`config.mk`:
```
export PLATFORM = sky130hd
export DESIGN_NAME = srtw_div_cell
export DESIGN_NICKNAME = d
export VERILOG_FILES = /design/src/rtl/core/srtw_pkg.sv /design/src/rtl/core/srtw_div_cell.sv
export SDC_FILE = /design/constraint.sdc
export NUM_CORES = 1
export LEC_CHECK = 0
export ABC_AREA = 1
export BUFFER_PORTS_ARGS = -buffer_cell sky130_fd_sc_hd__buf_2
export CAP_MARGIN = 5
export CORE_MARGIN = 10
export CORE_UTILIZATION = 41
export DETAILED_ROUTE_END_ITERATION = 10
export GPL_TIMING_DRIVEN = 0
export HOLD_SLACK_MARGIN = 0.06
export PLACE_DENSITY = 0.68
export SETUP_SLACK_MARGIN = 0.05
export SLEW_MARGIN = 20
export SYNTH_ARGS = -nofsm -noshare
export SYNTH_HDL_FRONTEND = slang
export SYNTH_SLANG_ARGS = --single-unit
```
`constraint.sdc`:
```
create_clock -name clock -period 8.47 [get_ports clock]
set_input_delay 0.4235 -clock clock [delete_from_list [all_inputs] [get_ports clock]]
set_output_delay 0.4235 -clock clock [all_outputs]
set_load 0.02 [all_outputs]
```
`src/rtl/core/srtw_pkg.sv`:
```
// ----------------------------------------------------------------------------
// srtw_pkg: shared types and constants of the spherical ring weight block
// Holds fixed-point widths, register indexes and the cell payload structs.
// ----------------------------------------------------------------------------
`default_nettype none

package srtw_pkg;

   // Fraction bits of coordinates, offsets and inverse scales.
   localparam int COORD_FRAC_BITS = 16;

   // Ring width after alignment to the coordinate fraction bits.
   localparam int RING_W = COORD_FRAC_BITS + 8;
   // Width of a divisor: wide enough for twice the sum of both ring widths.
   localparam int DVS_W = RING_W + 2;
   // Width of 2*dist + r1, the dividend of the ring reduction.
   localparam int T_W = ((RING_W > 33) ? RING_W : 33) + 1;
   // Quotient bits of the band position and of the ramp.
   localparam int UQ_W = 16;
   // One cell of the square root per result bit.
   localparam int ROOT_CELLS = 32;

   // Register indexes of the configuration port.
   typedef enum logic [2:0] {
      REG_OFFSET_X    = 3'd0,
      REG_OFFSET_Y    = 3'd1,
      REG_OFFSET_Z    = 3'd2,
      REG_INV_SCALE_X = 3'd3,
      REG_INV_SCALE_Y = 3'd4,
      REG_INV_SCALE_Z = 3'd5,
      REG_RING_WIDTHS = 3'd6,
      REG_BLUR_WIDTH  = 3'd7
   } reg_index_type;

   // Payload of one square root cell.
   typedef struct packed {
      logic        valid;
      logic [63:0] rad;
      logic [34:0] rem;
      logic [31:0] root;
   } root_type;

   // Payload of one restoring division cell.
   typedef struct packed {
      logic             valid;
      logic             band;
      logic             flag;
      logic [DVS_W-1:0] rem;
      logic [DVS_W-1:0] dvs;
      logic [T_W-1:0]   num;
      logic [UQ_W-1:0]  quo;
   } div_type;

endpackage

`default_nettype wire

```
`src/rtl/core/srtw_div_cell.sv`:
```
// ----------------------------------------------------------------------------
// srtw_div_cell: one quotient bit of a restoring division
// Shifts in one dividend bit, subtracts the divisor when it fits and
// passes the band and flag bits along unchanged.
// ----------------------------------------------------------------------------
`default_nettype none

module srtw_div_cell
   import srtw_pkg::*;
(
   input  wire logic    clock,
   input  wire logic    reset,
   input  wire logic    en,
   input  wire div_type src,
   output div_type      dst
);

   div_type        cell_in, cell_ff;
   logic [DVS_W:0] rem_t, diff;
   logic           ge;

   always_comb begin
      rem_t   = {src.rem, src.num[T_W-1]};
      diff    = rem_t - {1'b0, src.dvs};
      ge      = rem_t >= {1'b0, src.dvs};
      cell_in = src;
      cell_in.rem = ge ? diff[DVS_W-1:0] : rem_t[DVS_W-1:0];
      cell_in.num = {src.num[T_W-2:0], 1'b0};
      cell_in.quo = {src.quo[UQ_W-2:0], ge};
   end

   always_ff @(posedge clock) begin
      if (reset) begin
         cell_ff.valid <= 1'b0;
      end else if (en) begin
         cell_ff <= cell_in;
      end
   end

   assign dst = cell_ff;

endmodule

`default_nettype wire

```
==> out/results.ini <==
[run_status]
run_status=completed

[setup_path]
path_cells=buf_2, inv_1, ha_1, nand2_1, nand3_1, nand2_1, nand3_2, nand2_2, clkbuf_1, nand4_1, nand2_1
cp.buffers_inverters=3
r2r-end=dst[104]$_SDFFE_PP0P_
cp-start-kind=input port
end_kind=flip-flop
cp_max_fo=10
r2r_cells=2
required_ps=8690
crit_path_frequent_cell=nand2_1
crit_type=in -> reg
rr_startpoint=dst[104]$_SDFFE_PP0P_
r2r_setup_slack_ps=7900
arrival_ps=2320
cpMaxStageDelayCell=clkbuf_1
slowest_delay_ps=430
critPathTopFamily=simple AND/OR/NAND/NOR gates

[global_routing]
grt_antenna_before_repair=0
grt_max_degree=29
first_global_vias=4778
grt_pass1_wl_microns=25100
track_usage_pct=17.12
grt-ovfl-total=0

[die]
die_x_microns=136.8
start_util_pct=42.07
ios=213
die_h_microns=136.8
core_sq_um=13300
dieArea_sq_um=18710
std_cell_rows=42

[routing]
routed_wl_microns=16180
via_per_inst=4.546
postRouteAntennaNets=0
drt_iter0_markers=211
firstDrtPassIters=4
vias=4660
wl_per_cell_microns=15.78
drc_errors=0

[layout]
largest_reg_flops=104
final_cell_area_sq_um=7272
nets=978
layout_common_cells=buf_2 (212), nand2_1 (207), inv_1 (132)
drive_above_1_share_pct=29.25
final_cells=1025
final_common_cell=buf_2
area_growth_pct=30.02
final_util_pct=54.70

[place]
dp_hpwl_microns=13580
placed_cell_area_sq_um=6974
dp.cells=1008
port_buffers=210
place.gp.congestion=0.8810
place_ws_ps=6012

[cts]
cts_root_buffer=clkbuf_16
postCtsSetupRepairBufs=0
clk_pin_slew_ps=70
clockBufferDepth=2
htree_levels=3
cts.sinks=104
cts_tree=built
numCtsBuffers=9
clkLatencyLatePin_ps=350
cts_resized=0
ctsHoldBuffers=0

[sta]
drv_slew=0
finalHoldViolCount=0
post-route-period-util_pct=24.74
tightestPinTransition_ps=511.5
setup_slack_ps=6374
hold-worst-slack_ps=241.5
finClkSkew_ps=0
setup_viol=0
clock.fmax_mhz=477.1
finalSetupTns_ps=0
fin_crit_ps=2096
max_slew_margin_pct=65.90
rsz0062_at_grt=no

[logic_synthesis]
synth_area_per_cell_sq_um=9.050
syn_nets=753
synth_cell_types=32
synth_area_sq_um=5593
async_reset_ff_share_pct=0
synthCells=618
synth-seq-cells=104
ys_seq_area_share_pct=55.66
ys_warn_count=0
synth_edf_count=103
synth_ff_type=edfxtp_1

[power_and_ir_drop]
peakVddDrop_uv=80.15
swShare_pct=30.05
p_leak_nw=3.719
p_int_mw=0.9358
p_sw_mw=0.4020
p_clk_share_pct=30.8
power_frac_comb_pct=22.7
p_seq_share_pct=46.5
p_total_mw=1.338
p_per_area_nw_per_um2=184.0

[worst_hold_path]
holdPathStages=1
hold_path.class=in -> reg
worst_hold_startpoint=src[9]
min_to=dst[10]$_DFFE_PP_

[flow_run]
cap_violations=0

==> cells in the mapped netlist, drive strengths merged (2+ instances only) <==
master,n,area (sq um)
nand2,208,783.3
inv,132,495.5
edfxtp,103,3093
nor2,35,138.9
nand3,29,155.2
ha,26,325.3
nand4,19,133.9
o21ai,15,75.07
xor2,13,113.9
a21oi,12,71.32
buf,7,62.56
nand3b,5,37.54
nor3,3,20.02
clkinv,2,7.510
or2,2,12.52
==> how the worst max path moves through the flow <==
stage             from                  to  cells after the start
2_1_floorplan       en    dst[0]$_DFFE_PP_                      2
3_3_place_gp        en   dst[71]$_DFFE_PP_                      3
3_5_place_dp   src[64]   dst[98]$_DFFE_PP_                     14
4_1_cts        src[52]  dst[100]$_DFFE_PP_                     11
5_1_grt        src[52]   dst[91]$_DFFE_PP_                     11
6_report       src[52]   dst[92]$_DFFE_PP_                     11
==> worst register-to-register path, cell delays in order (launching register included) <==
cell and delay [ps]:
dfxtp_1 340, nand2_1 60, a21oi_1 110
==> per-layer routing <==
metal | part of all wire [%] | track usage [%] | vias to the layer above
li1 | - | - | 2424
met1 | 40 | 19.82 | 2052
met2 | 48 | 29.50 | 168
met3 | 11 | 5.828 | 16
met4 | 1.0 | 4.801 | 0
met5 | 0 | 0 | -
==> kinds of logic (layout without fill, tap and decap cells) <==
kind of cell / count (synthesis) / count (layout) / synth area share (%)
and+or+nand+nor: 303 / 303 / 23.13
adders and majority gates: 27 / 27 / 6.174
other: 1 / 2 / 0.06705
AOI/OAI and AO/OA: 28 / 28 / 2.752
DFF: 104 / 104 / 55.66
xor gates and xnor gates: 13 / 13 / 2.036
buffers and inverters: 142 / 372 / 10.18
==> layout make-up <==
type	count	area, sq um
Fill cell	1282	6023
Sequential cell	104	3113
Multi-Input combinational cell	372	1918
Timing Repair Buffer	214	1154
Inverter	134	503.0
Clock buffer	10	239.0
Tap cell	176	220.2
Buffer	8	66.31
Clock inverter	6	56.30
Antenna cell	1	2.502
==> power groups by stage <==
stage,sequential [mW],combinational [mW],clock [mW]
3_5_place_dp,0.634,0.307,0
2_1_floorplan,0.690,0.139,0
6_report,0.622,0.304,0.412
5_1_grt,0.626,0.343,0.442
4_1_cts,0.622,0.308,0.424
3_3_place_gp,0.637,0.298,0
Power figures use the tool's default switching activity.
