### src/rtl/core/srtw_pkg.sv
// ----------------------------------------------------------------------------
// srtw_pkg: shared types and constants of the spherical ring weight block
// Holds fixed-point widths, register indexes and the cell payload structs.
// ----------------------------------------------------------------------------
`default_nettype none

package srtw_pkg;

   // Fraction bits of coordinates, offsets and inverse scales.
   localparam int COORD_FRAC_BITS = 16;

   // Ring width after alignment to the coordinate fraction bits.
   localparam int RING_W = COORD_FRAC_BITS + 8;
   // Width of a divisor: wide enough for twice the sum of both ring widths.
   localparam int DVS_W = RING_W + 2;
   // Width of 2*dist + r1, the dividend of the ring reduction.
   localparam int T_W = ((RING_W > 33) ? RING_W : 33) + 1;
   // Quotient bits of the band position and of the ramp.
   localparam int UQ_W = 16;
   // One cell of the square root per result bit.
   localparam int ROOT_CELLS = 32;

   // Register indexes of the configuration port.
   typedef enum logic [2:0] {
      REG_OFFSET_X    = 3'd0,
      REG_OFFSET_Y    = 3'd1,
      REG_OFFSET_Z    = 3'd2,
      REG_INV_SCALE_X = 3'd3,
      REG_INV_SCALE_Y = 3'd4,
      REG_INV_SCALE_Z = 3'd5,
      REG_RING_WIDTHS = 3'd6,
      REG_BLUR_WIDTH  = 3'd7
   } reg_index_type;

   // Payload of one square root cell.
   typedef struct packed {
      logic        valid;
      logic [63:0] rad;
      logic [34:0] rem;
      logic [31:0] root;
   } root_type;

   // Payload of one restoring division cell.
   typedef struct packed {
      logic             valid;
      logic             band;
      logic             flag;
      logic [DVS_W-1:0] rem;
      logic [DVS_W-1:0] dvs;
      logic [T_W-1:0]   num;
      logic [UQ_W-1:0]  quo;
   } div_type;

endpackage

`default_nettype wire

### src/rtl/core/srtw_axis.sv
// ----------------------------------------------------------------------------
// srtw_axis: offset, scale and square of one coordinate axis
// Four register stages: magnitudes, split partial products, saturated
// scaled magnitude, and its square.
// ----------------------------------------------------------------------------
`default_nettype none

module srtw_axis
   import srtw_pkg::*;
(
   input  wire logic        clock,
   input  wire logic        en,
   input  wire logic [31:0] coord,
   input  wire logic [31:0] offset,
   input  wire logic [31:0] inv_scale,
   output logic      [61:0] sq
);

   logic [32:0] diff;
   logic [32:0] mag_in, mag_ff;
   logic [31:0] im_in, im_ff;
   logic [47:0] pl_ff;
   logic [48:0] ph_ff;
   logic [64:0] prod, shifted;
   logic [30:0] p_in, p_ff;
   logic [61:0] sq_ff;

   // Exact difference and magnitudes.
   always_comb begin
      diff   = {coord[31], coord} - {offset[31], offset};
      mag_in = diff[32] ? (~diff + 33'd1) : diff;
      im_in  = inv_scale[31] ? (~inv_scale + 32'd1) : inv_scale;
   end

   // Product split into two partial products, then rescaled and saturated.
   always_comb begin
      prod    = {ph_ff, 16'd0} + {17'd0, pl_ff};
      shifted = prod >> COORD_FRAC_BITS;
      p_in    = (shifted > 65'h7FFFFFFF) ? 31'h7FFFFFFF : shifted[30:0];
   end

   always_ff @(posedge clock) begin
      if (en) begin
         mag_ff <= mag_in;
         im_ff  <= im_in;
         pl_ff  <= mag_ff[15:0] * im_ff;
         ph_ff  <= mag_ff[32:16] * im_ff;
         p_ff   <= p_in;
         sq_ff  <= p_ff * p_ff;
      end
   end

   assign sq = sq_ff;

endmodule

`default_nettype wire

### config.mk
export PLATFORM = sky130hd
export DESIGN_NAME = srtw_axis
export DESIGN_NICKNAME = d
export VERILOG_FILES = /design/src/rtl/core/srtw_pkg.sv /design/src/rtl/core/srtw_axis.sv
export SDC_FILE = /design/constraint.sdc
export NUM_CORES = 2
export LEC_CHECK = 0
export BUFFER_PORTS_ARGS = -buffer_cell sky130_fd_sc_hd__buf_2
export CAP_MARGIN = 20
export CORE_ASPECT_RATIO = 1.25
export CORE_MARGIN = 2
export CORE_UTILIZATION = 28
export DETAILED_ROUTE_END_ITERATION = 10
export HOLD_SLACK_MARGIN = 0.08
export PLACE_DENSITY_LB_ADDON = 0.08
export SYNTH_ARGS = -nofsm -noshare
export SYNTH_HDL_FRONTEND = slang
export SYNTH_SLANG_ARGS = --single-unit
export TNS_END_PERCENT = 20
### constraint.sdc
create_clock -name clock -period 14.9 [get_ports clock]
set_input_delay 0 -clock clock [delete_from_list [all_inputs] [get_ports clock]]
set_output_delay 0 -clock clock [all_outputs]
set_load 0.02 [all_outputs]
==> run summary <==
row cnt = 207
setup TNS = 0 ns
global route total overflow = 0
post-synthesis area per instance = 9.35 µm²
final wirelength = 226 mm
critical path buffer and inverter count = 7
Tcrit/Tclk final = 64.4%
Seq/Total Area, Yosys = 10.0%
Yosys top cell by area = fa_1
first-pass GRT wire length = 352 mm
layout cell share with drive strength beyond 1 = 4.80%
TritonCTS Buffers = 37
Final HPWL DP = 175 mm
Port Buffers = 158
initial core utilization = 28.1%
CTS tree = yes
Die H = 569 µm
outcome = finished clean
root buf cell = clkbuf_16
largest fanout on the critical path = 17
slew of the pin with the lowest slew margin = 0.881 ns
drt first pass iters = 5
vias in the first global route = 57.5k
most frequent cells in the layout = inv_1 (1862), fa_1 (1616), nand2_1 (1166)
CP most frequent cell = fa_1
Synthesis Warnings = 0
Async SR Flop Fraction = 0%
maximum level of the CTS H-tree = 2
CTS Sinks = 238
crit path DAT = 10.00 ns
Clock Latency Late Sink = 0.65 ns
Clock transition at path regs = 0.06 ns
clock tree buffer depth = 3
Max-Slew Margin vs Limit = 40.6%
Top FF cell, synth = edfxtp_1
crit path launch type = flop
mean number of vias per cell = 4.54
core footprint = 254000 µm²
main area contributors after synthesis = fa_1 (45%), ha_1 (10%), edfxtp_1 (10%)
final hold viol count = 0
Max Cap Viol = 0
Distinct cells, synth = 87
Worst path top cell family by delay = adder cells
vias after detailed routing = 50.3k
wire length per cell = 20.4 µm
# nets final = 9989
Tot GR Track Use = 17.8%
Setup CP Type = reg2reg
Max stage delay cell, worst path = edfxtp_1
Final Slew Violations = 0
Mapped Cells = 7635
antenna-violating nets left = 0
P&R area growth vs syn = 9.29%
Residual DRC = 0
RSZ-0062 raised after global routing = no
Post-Syn Area = 71400 µm²
Synthesized Nets = 9923
Req. time, crit path = 15.30 ns
IO Pins = 160
post_cts resized = 0
f_max = 0.104 GHz
Die Area = 259000 µm²
Clock Skew = 0.0354 ns
most common cell after layout, fill and taps aside = inv_1
placer's final routability congestion estimate = 0.818
pin count of the biggest net entering global routing = 81
endpoints failing setup = 0
Worst setup EP type = flop
Post-synth EDFFs = 238
initial antenna violation count = 13
die span in x = 456 µm
Synth Register Bits = 238
hold crit path type = in2reg
initial DRC count = 1983
minimum clock period = 9.60 ns
top cell type's share of synthesized area = 45.3%
slowest stage delay, CP = 0.88 ns
-- layout make-up --
class	count	area (µm²)
fillers	26800	176000
clock inverters	25	241
well taps	3344	4180
inverters	1865	7000
diodes	8	20.0
flip-flops and latches	238	7150
repair buffers	356	2500
multi-input cells	5203	56000
clock buffers	41	941
-- tightest hold or removal path: stages --
cell     delay (ns)
buf_2          0.08
ha_1           0.25
xor2_2         0.17
xnor2_1        0.16
-- sequential cells by signal, summed over array words and instances, names as in the netlist --
| register | flops |
|---|---|
| im_ff | 32 |
| mag_ff | 33 |
| p_ff | 31 |
| ph_ff | 49 |
| pl_ff | 32 |
| sq | 61 |
-- Yosys cell counts (7+ instances only) --
cell / instances
inv_1: 1862
fa_1: 1616
nand2_1: 1166
ha_1: 574
and2_1: 472
clkbuf_1: 317
edfxtp_1: 238
a21oi_1: 206
xnor2_1: 166
nor2_1: 164
a21o_1: 125
o21ai_0: 112
xor2_1: 99
nand3_1: 47
nand4_1: 37
o21bai_1: 34
nor3_1: 32
a31oi_1: 29
nand2b_1: 27
and3_1: 25
nor2b_1: 22
a211oi_1: 19
o21a_1: 18
or3_1: 18
o31ai_1: 17
o211ai_1: 12
or2_2: 12
a31o_2: 11
and4_1: 9
nor4_1: 9
a221oi_1: 8
a2111oi_0: 7
a41oi_1: 7
or4_1: 7
-- final timing paths --
path	start	to	slack [ns]	depth (start not counted)
worst max-delay path	p_ff[10]	sq[58]	5.30	26
worst min-delay path	coord[19]	mag_ff[19]	0.14	4
worst max register to register	p_ff[10]	sq[58]	5.30	26
worst min register to register	pl_ff[16]	p_ff[0]	0.64	2
-- kinds of logic after synthesis --
group	synth area share [%]
buffers and inverters	11.6
AO/OA/AOI/OAI	6.21
flip-flops	10.0
adder cells (fa/ha/maj)	55.4
XOR/XNOR	3.30
other	0.00525
AND/OR/NAND/NOR	13.4
multiplexers	0.131
-- repair_timing --
| item | in CTS | in global routing |
|---|---|---|
| buffers inserted | 0 | 0 |
| hold endpoints to repair | 129 | 0 |
| hold buffers | 87 | 0 |
-- routing by layer --
layer  routed length, µm  up-vias  track usage (%)
li1                    -    23000                -
met1               99100    26300             22.7
met2              116000      805             32.6
met3                6150      215             1.49
met4                5490        2             4.10
met5                  12        -                0
-- metrics by stage --
stage / hold slack [ns] / std cells / utilization, % / area (µm²) / worst slack (ns)
2_1_floorplan: 0.0989 / 7635 / - / 71400 / 7.04
3_3_place_gp: 0.269 / 10900 / 29.9 / 75900 / 5.22
3_5_place_dp: 0.270 / 10900 / 29.9 / 75900 / 5.18
4_1_cts: 0.0931 / 11100 / 30.7 / 78000 / 5.16
5_1_grt: 0.138 / 11100 / 30.7 / 78000 / 4.80
6_report: 0.139 / 11100 / 30.7 / 78000 / 5.30
Power is not shown: default switching activity piles up to over one toggle a cycle in this logic, so the estimate is an artifact.
