## src/rtl/core/srtw_pkg.sv

```systemverilog
// ----------------------------------------------------------------------------
// srtw_pkg: shared types and constants of the spherical ring weight block
// Holds fixed-point widths, register indexes and the cell payload structs.
// ----------------------------------------------------------------------------
`default_nettype none

package srtw_pkg;

   // Fraction bits of coordinates, offsets and inverse scales.
   localparam int COORD_FRAC_BITS = 16;

   // Ring width after alignment to the coordinate fraction bits.
   localparam int RING_W = COORD_FRAC_BITS + 8;
   // Width of a divisor: wide enough for twice the sum of both ring widths.
   localparam int DVS_W = RING_W + 2;
   // Width of 2*dist + r1, the dividend of the ring reduction.
   localparam int T_W = ((RING_W > 33) ? RING_W : 33) + 1;
   // Quotient bits of the band position and of the ramp.
   localparam int UQ_W = 16;
   // One cell of the square root per result bit.
   localparam int ROOT_CELLS = 32;

   // Register indexes of the configuration port.
   typedef enum logic [2:0] {
      REG_OFFSET_X    = 3'd0,
      REG_OFFSET_Y    = 3'd1,
      REG_OFFSET_Z    = 3'd2,
      REG_INV_SCALE_X = 3'd3,
      REG_INV_SCALE_Y = 3'd4,
      REG_INV_SCALE_Z = 3'd5,
      REG_RING_WIDTHS = 3'd6,
      REG_BLUR_WIDTH  = 3'd7
   } reg_index_type;

   // Payload of one square root cell.
   typedef struct packed {
      logic        valid;
      logic [63:0] rad;
      logic [34:0] rem;
      logic [31:0] root;
   } root_type;

   // Payload of one restoring division cell.
   typedef struct packed {
      logic             valid;
      logic             band;
      logic             flag;
      logic [DVS_W-1:0] rem;
      logic [DVS_W-1:0] dvs;
      logic [T_W-1:0]   num;
      logic [UQ_W-1:0]  quo;
   } div_type;

endpackage

`default_nettype wire

```

## src/rtl/core/srtw_root_cell.sv

```systemverilog
// ----------------------------------------------------------------------------
// srtw_root_cell: one bit of the integer square root
// Takes two radicand bits, tries the next root bit and hands on the result.
// ----------------------------------------------------------------------------
`default_nettype none

module srtw_root_cell
   import srtw_pkg::*;
(
   input  wire logic     clock,
   input  wire logic     reset,
   input  wire logic     en,
   input  wire root_type src,
   output root_type      dst
);

   root_type    cell_in, cell_ff;
   logic [34:0] rem_t, trial;
   logic        ge;

   // Restoring step: subtract 4*root+1 when it fits.
   always_comb begin
      rem_t         = {src.rem[32:0], src.rad[63:62]};
      trial         = {1'b0, src.root, 2'b01};
      ge            = rem_t >= trial;
      cell_in.valid = src.valid;
      cell_in.rad   = {src.rad[61:0], 2'b00};
      cell_in.rem   = ge ? (rem_t - trial) : rem_t;
      cell_in.root  = {src.root[30:0], ge};
   end

   always_ff @(posedge clock) begin
      if (reset) begin
         cell_ff.valid <= 1'b0;
      end else if (en) begin
         cell_ff <= cell_in;
      end
   end

   assign dst = cell_ff;

endmodule

`default_nettype wire

```

## config.mk

```make
export PLATFORM = sky130hd
export DESIGN_NAME = srtw_root_cell
export DESIGN_NICKNAME = d
export VERILOG_FILES = /design/src/rtl/core/srtw_pkg.sv /design/src/rtl/core/srtw_root_cell.sv
export SDC_FILE = /design/constraint.sdc
export NUM_CORES = 1
export LEC_CHECK = 0
export BUFFER_PORTS_ARGS = -buffer_cell sky130_fd_sc_hd__buf_2
export CORE_ASPECT_RATIO = 0.6
export CORE_MARGIN = 1
export CORE_UTILIZATION = 48
export DETAILED_ROUTE_END_ITERATION = 10
export GPL_TIMING_DRIVEN = 0
export PLACE_DENSITY = 0.8
export SLEW_MARGIN = 20
export SYNTH_ARGS = -nofsm -noshare
export SYNTH_HDL_FRONTEND = slang
export SYNTH_SLANG_ARGS = --single-unit
```

## constraint.sdc

```tcl
create_clock -name clock -period 8.4 [get_ports clock]
set_input_delay 0.84 -clock clock [delete_from_list [all_inputs] [get_ports clock]]
set_output_delay 0.84 -clock clock [all_outputs]
set_load 0.005 [all_outputs]
```

==> impl_metrics.yaml, run 1 <==
floorplanning:
  start_util_pct: 49.4
  core_area_um2: 12900
  die-area_um2: 13700
  die_y_um: 91.2
  ios: 267
  die_w_um: 151
  num_rows: 32
cts:
  cts_tree: "done"
  clkSinkCount: 130
  cts_hold_buf: 0
  ctsResizeCount: 0
  clock_path_buffers: 2
  cts_setup_buffers: 0
  cts_root_buf: "clkbuf_16"
  htree_levels: 4
  cts_inserted_buffers: 17
  insertion_delay_ps: 410
  clkTransAtPathRegs_ps: 60
power_and_ir_drop:
  leakagePower_nw: 3.77
  power.density_nw_per_um2: 217
  ir_drop_mv: 0.131
setup_path:
  cpLargestDelayFamily: "compound AO/OA/AOI/OAI gates"
  cp.required_ps: 8560
  worst-path-stages: 11
  crit_buf_inv: 2
  r2r.worst_path.cells: 2
  crit_slowest_cell: "a211oi_1"
  path_common_cell: "a211oi_1"
  start_kind: "primary input"
  cp_data_arrival_time_ps: 3500
  cpPeakStageDelay_ps: 490
  crit_path_end_kind: "register"
  worstSetupPathType: "primary input to register"
  cp_max_fo: 6
  worstPathCellList: "buf_2 -> inv_1 -> ha_1 -> a211oi_1 -> o21bai_1 -> nor4_2 -> o21ai_2 -> a211oi_1 -> o221ai_1 -> xnor2_1 -> mux2_2"
placed_design:
  portBuffers: 262
  place_hpwl_um: 12900
  gp_congestion: 0.855
  placedCellCount: 940
  placed_area_um2: 7990
route:
  via_per_inst: 5.19
  routed_wl_um: 16500
  wire_per_inst_um: 17.0
  via_count: 5040
  drc: 0
  drt_pass1_iterations: 6
  first_iter_violations: 322
  ant_nets: 0
synth:
  synth_seq_area_share_pct: 61.2
  postSynthAreaPerCell_um2: 12.7
  synth_cell_types: 61
  synthCells: 503
  yosysWarningCount: 0
  ys_async_sr_fraction_pct: 0
  ys.flop_type: "edfxtp_1"
  synth-seq-cells: 130
  syn-cell-area_um2: 6370
  synth_edf_count: 129
layout:
  fin_area_um2: 8580
  synthToLayoutAreaGrowth_pct: 34.8
  multi_input_area_um2: 2220
  largest_reg_flops: 130
  drive_above_1_share_pct: 41.4
  n_fill_cell: 980
  n_antenna_cell: 0
  nNetsFinal: 958
  seqCellArea_um2: 3890
  post_layout_nonfiller_instances: 972
global_routing:
  grt_usage_pct: 23.8
  grt_max_degree: 32
  antenna_found_initial: 0
  grt_first_pass_wirelength_um: 24300
  grt.overflow.total: 0
  first_global_vias: 4741
timing:
  worst_pin_slew_ps: 734
  fin_worst_skew_ps: 0
  slew_viol_final: 0
  post-route-min-period_ps: 3340
  period_share_pct: 39.8
  rsz0062_at_grt: "false"
  timing_hold_violations_final: 0
  clock.fmax_ghz: 0.299
  setup_viol: 0
  fin_setup_tns_ps: 0
  relSlewSlack_pct: 51.0
job:
  maxCapViolations: 0
worst_hold_path:
  hp-class: "register to register"
  hold_depth: 2
run_status:
  status: "finished, final reports clean"
[per-layer routing]
| layer | share of wire (%) | vias up | global-route usage (%) | wire length [um] |
|---|---|---|---|---|
| met4 | 1.6 | 0 | 7.67 | 257 |
| li1 | - | 2437 | - | - |
| met1 | 45 | 2343 | 31.0 | 7340 |
| met5 | 0 | - | 0 | 0 |
| met3 | 7.9 | 28 | 6.73 | 1310 |
| met2 | 46 | 232 | 38.4 | 7590 |
[cells by family after synthesis]
family | count (synthesis) | synth area share, %
buffers and inverters | 59 | 4.11
xor gates and xnor gates | 31 | 4.26
and+or+nand+nor | 112 | 8.39
muxes | 15 | 2.63
adders and majority gates | 34 | 6.68
other | 1 | 0.0589
DFF | 130 | 61.2
AOI/OAI and AO/OA | 121 | 12.7
[cells in the mapped netlist (all sizes together) (2+ instances only)]
| master | number | area share [%] |
|---|---|---|
| mux2i | 4 | 0.63 |
| a211oi | 4 | 0.55 |
| and3 | 5 | 0.49 |
| o31a | 3 | 0.41 |
| a21boi | 2 | 0.24 |
| or3 | 4 | 0.39 |
| o21ai | 22 | 1.8 |
| a311oi | 3 | 0.41 |
| o21a | 3 | 0.35 |
| ha | 34 | 6.7 |
| clkbuf | 2 | 0.14 |
| a31oi | 3 | 0.29 |
| o211ai | 6 | 0.79 |
| a21oi | 50 | 4.2 |
| inv | 46 | 2.7 |
| and4 | 2 | 0.28 |
| buf | 11 | 1.3 |
| nand3 | 2 | 0.16 |
| xnor2 | 21 | 2.9 |
| nor2b | 5 | 0.49 |
| mux2 | 11 | 2.0 |
| o31ai | 2 | 0.53 |
| o21bai | 3 | 0.35 |
| a21o | 8 | 0.94 |
| nand4 | 9 | 0.88 |
| nor4 | 4 | 0.49 |
| nand2 | 20 | 1.2 |
| nor2 | 46 | 2.7 |
| xor2 | 10 | 1.4 |
| or2 | 2 | 0.20 |
| edfxtp | 129 | 61 |
| nor3 | 10 | 0.79 |
[path summary, 6_finish.rpt]
check	start	end	slack [ps]
max	src[5]	dst[60]$_DFFE_PP_	5060
min	dst[131]$_SDFFE_PP0P_	dst[131]$_SDFFE_PP0P_	510
max reg2reg	dst[131]$_SDFFE_PP0P_	dst[131]$_SDFFE_PP0P_	7820
min reg2reg	dst[131]$_SDFFE_PP0P_	dst[131]$_SDFFE_PP0P_	510
[cell usage in the layout, fill, tap and decap left out, drive strengths merged, types with 4 or more instances in the layout]
cell and n:
nor2 46, nor3 10, o21ai 22, o211ai 6, xor2 10, and3 5
a21o 8, nand4 9, nor2b 5, nor4 4, ha 34, nand2 20
buf 277, xnor2 21, clkbuf 20, a21oi 50, a211oi 4, edfxtp 129
inv 54, mux2i 4, or3 4, mux2 11
[where the power goes]
part	internal (W)	switching (W)
Sequential	0.000778	0.0000126
Combinational	0.000148	0.000177
Clock	0.000447	0.000303
Total	0.00137	0.000493
[final cells by class]
class / instances / area share (%)
Clock inverter: 14 / 1.94
Multi-Input combinational cell: 315 / 25.9
Buffer: 13 / 1.03
Clock buffer: 18 / 5.00
Sequential cell: 130 / 45.4
Tap cell: 170 / 2.48
Inverter: 46 / 2.01
Timing Repair Buffer: 266 / 16.3
[metrics by stage]
step | utilization [%] | total power (W) | hold slack, ps | setup WS (ps)
finish | 66.6 | 0.00187 | 512 | 5060
global route | 66.6 | 0.00194 | 570 | 4920
CTS | 66.6 | 0.00188 | 528 | 5090
detailed placement | 62.0 | 0.00113 | 514 | 4670
global placement | 61.2 | 0.00112 | 476 | -634
floorplan | - | 0.000995 | 485 | 1200
[worst reg2reg max path, delay by kind of cell (launching register included)]
kind,cells,cell delay (ps)
flops,1,310
mux,1,120
simple gates,1,60
Note: power is estimated with default switching activity, not from simulation.
==> run 2: changes to the inputs <==
--- a/config.mk
+++ b/config.mk
@@ -5,13 +5,14 @@
 export SDC_FILE = /design/constraint.sdc
 export NUM_CORES = 1
 export LEC_CHECK = 0
+export ABC_AREA = 1
 export BUFFER_PORTS_ARGS = -buffer_cell sky130_fd_sc_hd__buf_2
 export CORE_ASPECT_RATIO = 0.6
 export CORE_MARGIN = 1
-export CORE_UTILIZATION = 48
+export CORE_UTILIZATION = 45
 export DETAILED_ROUTE_END_ITERATION = 10
 export GPL_TIMING_DRIVEN = 0
-export PLACE_DENSITY = 0.8
+export PLACE_DENSITY = 0.77
 export SLEW_MARGIN = 20
 export SYNTH_ARGS = -nofsm -noshare
 export SYNTH_HDL_FRONTEND = slang
==> constraint.sdc (replaced) <==
create_clock -name clock -period 2.95 [get_ports clock]
set_input_delay 0.295 -clock clock [delete_from_list [all_inputs] [get_ports clock]]
set_output_delay 0.295 -clock clock [all_outputs]
set_load 0.005 [all_outputs]
==> impl_metrics.yaml, run 2 <==
run_status:
  status: "finished, final reports clean"
synth:
  ys_top_cells_by_area: "edfxtp_1, nand2_1, inv_1"
  yosysMostFrequentCell: "nand2_1"
  synth_seq_area_share_pct: 55.2
  yosysWarningCount: 0
  yosys-top-cells-count: "nand2_1, edfxtp_1, inv_1"
  ys_async_sr_fraction_pct: 0
  synth-seq-cells: 130
  yosys.area.top_type_share_pct: 55.0
  synth_edf_count: 129
  synth_cell_types: 30
  postSynthAreaPerCell_um2: 8.85
  yosys.area.top_type: "edfxtp_1"
  ys.flop_type: "edfxtp_1"
  synthCells: 796
  syn-cell-area_um2: 7050
setup_path:
  start_kind: "primary input"
  crit_slowest_cell: "ha_1"
  cpPeakStageDelay_ps: 340
  cp_max_fo: 10
  cp.required_ps: 3110
  worstPathCellList: "buf_2 -> inv_1 -> ha_1 -> nand2_1 -> inv_1 -> nand2_1 -> nor3_1 -> nand3b_1 -> nor2_1 -> nor2_2 -> nand2_4 -> inv_4 -> buf_6 -> nand2_1 -> nand2_1"
  worstSetupPathType: "primary input to register"
  crit_path_end_kind: "register"
  path_common_cell: "nand2_1"
  cp_data_arrival_time_ps: 2260
global_routing:
  met3_usage_pct: 6.06
  grt.busiest_layer: "met2"
  grtUsageMet2_pct: 36.3
  first_global_vias: 5724
  grt.overflow.total: 0
  grt_usage_pct: 24.2
  grt_util_met1_pct: 35.0
  grt_max_degree: 29
  antenna_found_initial: 0
  grt_first_pass_wirelength_um: 29300
timing:
  rsz0062_at_grt: "false"
  setup_viol: 0
  slew_viol_final: 0
  fin_worst_skew_ps: 0
  period_share_pct: 71.2
  timing_hold_violations_final: 0
  post-route-min-period_ps: 2100
  fin_setup_tns_ps: 0
  clock.fmax_ghz: 0.476
floorplanning:
  die-area_um2: 16200
  start_util_pct: 46.0
  num_rows: 35
  die_w_um: 164
  die_y_um: 98.9
  core_area_um2: 15300
  ios: 267
layout:
  final_cell_mix: "nand2_1, buf_2, edfxtp_1"
  post_layout_nonfiller_instances: 1299
  drive_above_1_share_pct: 29.7
  largest_reg_flops: 130
  layout_commonest_cell: "nand2_1"
  nNetsFinal: 1252
  n_antenna_cell: 0
  synthToLayoutAreaGrowth_pct: 32.5
cts:
  cts_setup_buffers: 0
  htree_levels: 4
  cts_root_buf: "clkbuf_16"
  clock_path_buffers: 2
  ctsResizeCount: 0
  clkTransAtPathRegs_ps: 70
  cts_inserted_buffers: 17
  cts_tree: "done"
  cts_hold_buf: 0
  insertion_delay_ps: 420
  clkSinkCount: 130
power_and_ir_drop:
  swShare_pct: 28.3
  leakagePower_nw: 4.73
  clkPwrFrac_pct: 40.1
  seq_power_share_pct: 41.5
  combPwrFrac_pct: 18.4
  ir_drop_mv: 0.311
  power.density_nw_per_um2: 578
  p_sw_w: 0.00153
  p_int_w: 0.00387
placed_design:
  gp_congestion: 0.904
  placedCellCount: 1267
  place_hpwl_um: 15800
  portBuffers: 262
route:
  first_iter_violations: 423
  wire_per_inst_um: 15.2
  ant_nets: 0
  drt_pass1_iterations: 5
  via_count: 6233
  drc: 0
  routed_wl_um: 19700
  via_per_inst: 4.80
worst_hold_path:
  hp-class: "primary input to register"
job:
  maxCapViolations: 0
## run 2: cell count changes after synthesis, sizes merged, moves of 6 or more
cell / before / now
nand2: 20 / 311
inv: 46 / 130
nand3: 2 / 35
a21oi: 50 / 28
xnor2: 21 / 2
nor2: 46 / 62
o21ai: 22 / 7
mux2: 11 / 0
nand3b: 1 / 10
a21o: 8 / 2
o211ai: 6 / 0
xor2: 10 / 16
## run 2: cells by family after synthesis
kind of cell	share of synthesized area, %
compound gates	3.23
xor+xnor	2.24
fa+ha+maj	6.04
buf+inv	8.08
flops	55.2
other cells	0.0532
simple gates	25.1
## run 2: routing by layer
layer / vias up / wire length [um]
met4: 0 / 199
met5: - / 0
li1: 3128 / -
met1: 2845 / 9370
met3: 19 / 1610
met2: 241 / 8540
## run 2: critical path, delay by kind of cell
kind / cells / cell delay [ps]
simple gates: 9 / 1140
buf+inv: 5 / 490
fa+ha+maj: 1 / 340
## run 2: area by class of cell
| class | count | area, um2 |
|---|---|---|
| Buffer | 8 | 75.1 |
| Clock buffer | 17 | 425 |
| Clock inverter | 15 | 173 |
| Fill cell | 1406 | 5990 |
| Inverter | 131 | 494 |
| Multi-Input combinational cell | 528 | 2600 |
| Sequential cell | 130 | 3890 |
| Tap cell | 203 | 254 |
| Timing Repair Buffer | 267 | 1430 |
## run 2: per-stage QoR
step	worst slack [ps]	utilization, %	hold WS [ps]	cell area, um2	power [W]
after detailed placement	416	57.0	469	8740	0.00326
after floorplan	287	-	364	7060	0.00284
after CTS	858	60.9	33.4	9340	0.00543
after global placement	-547	56.3	442	8620	0.00323
after global routing	732	60.9	32.8	9340	0.00563
final	851	60.9	44.1	9340	0.00540
## run 2: final timing paths
kind / startpoint / endpoint / slack (ps) / cells after the start
worst min-delay path: src[86] / dst[88]$_DFFE_PP_ / 40 / 1
worst max register to register: dst[131]$_SDFFE_PP0P_ / dst[131]$_SDFFE_PP0P_ / 2380 / 2
worst min register to register: dst[131]$_SDFFE_PP0P_ / dst[131]$_SDFFE_PP0P_ / 470 / 2
worst max-delay path: src[6] / dst[57]$_DFFE_PP_ / 850 / 15
## run 2: power by group through the flow
| stage | Combinational [W] | Clock, W | Sequential, W |
|---|---|---|---|
| after CTS | 0.000991 | 0.00220 | 0.00224 |
| after global placement | 0.000949 | 0 | 0.00228 |
| after detailed placement | 0.000983 | 0 | 0.00228 |
| final | 0.000993 | 0.00217 | 0.00224 |
| after global routing | 0.00111 | 0.00226 | 0.00225 |
| after floorplan | 0.000535 | 0 | 0.00231 |
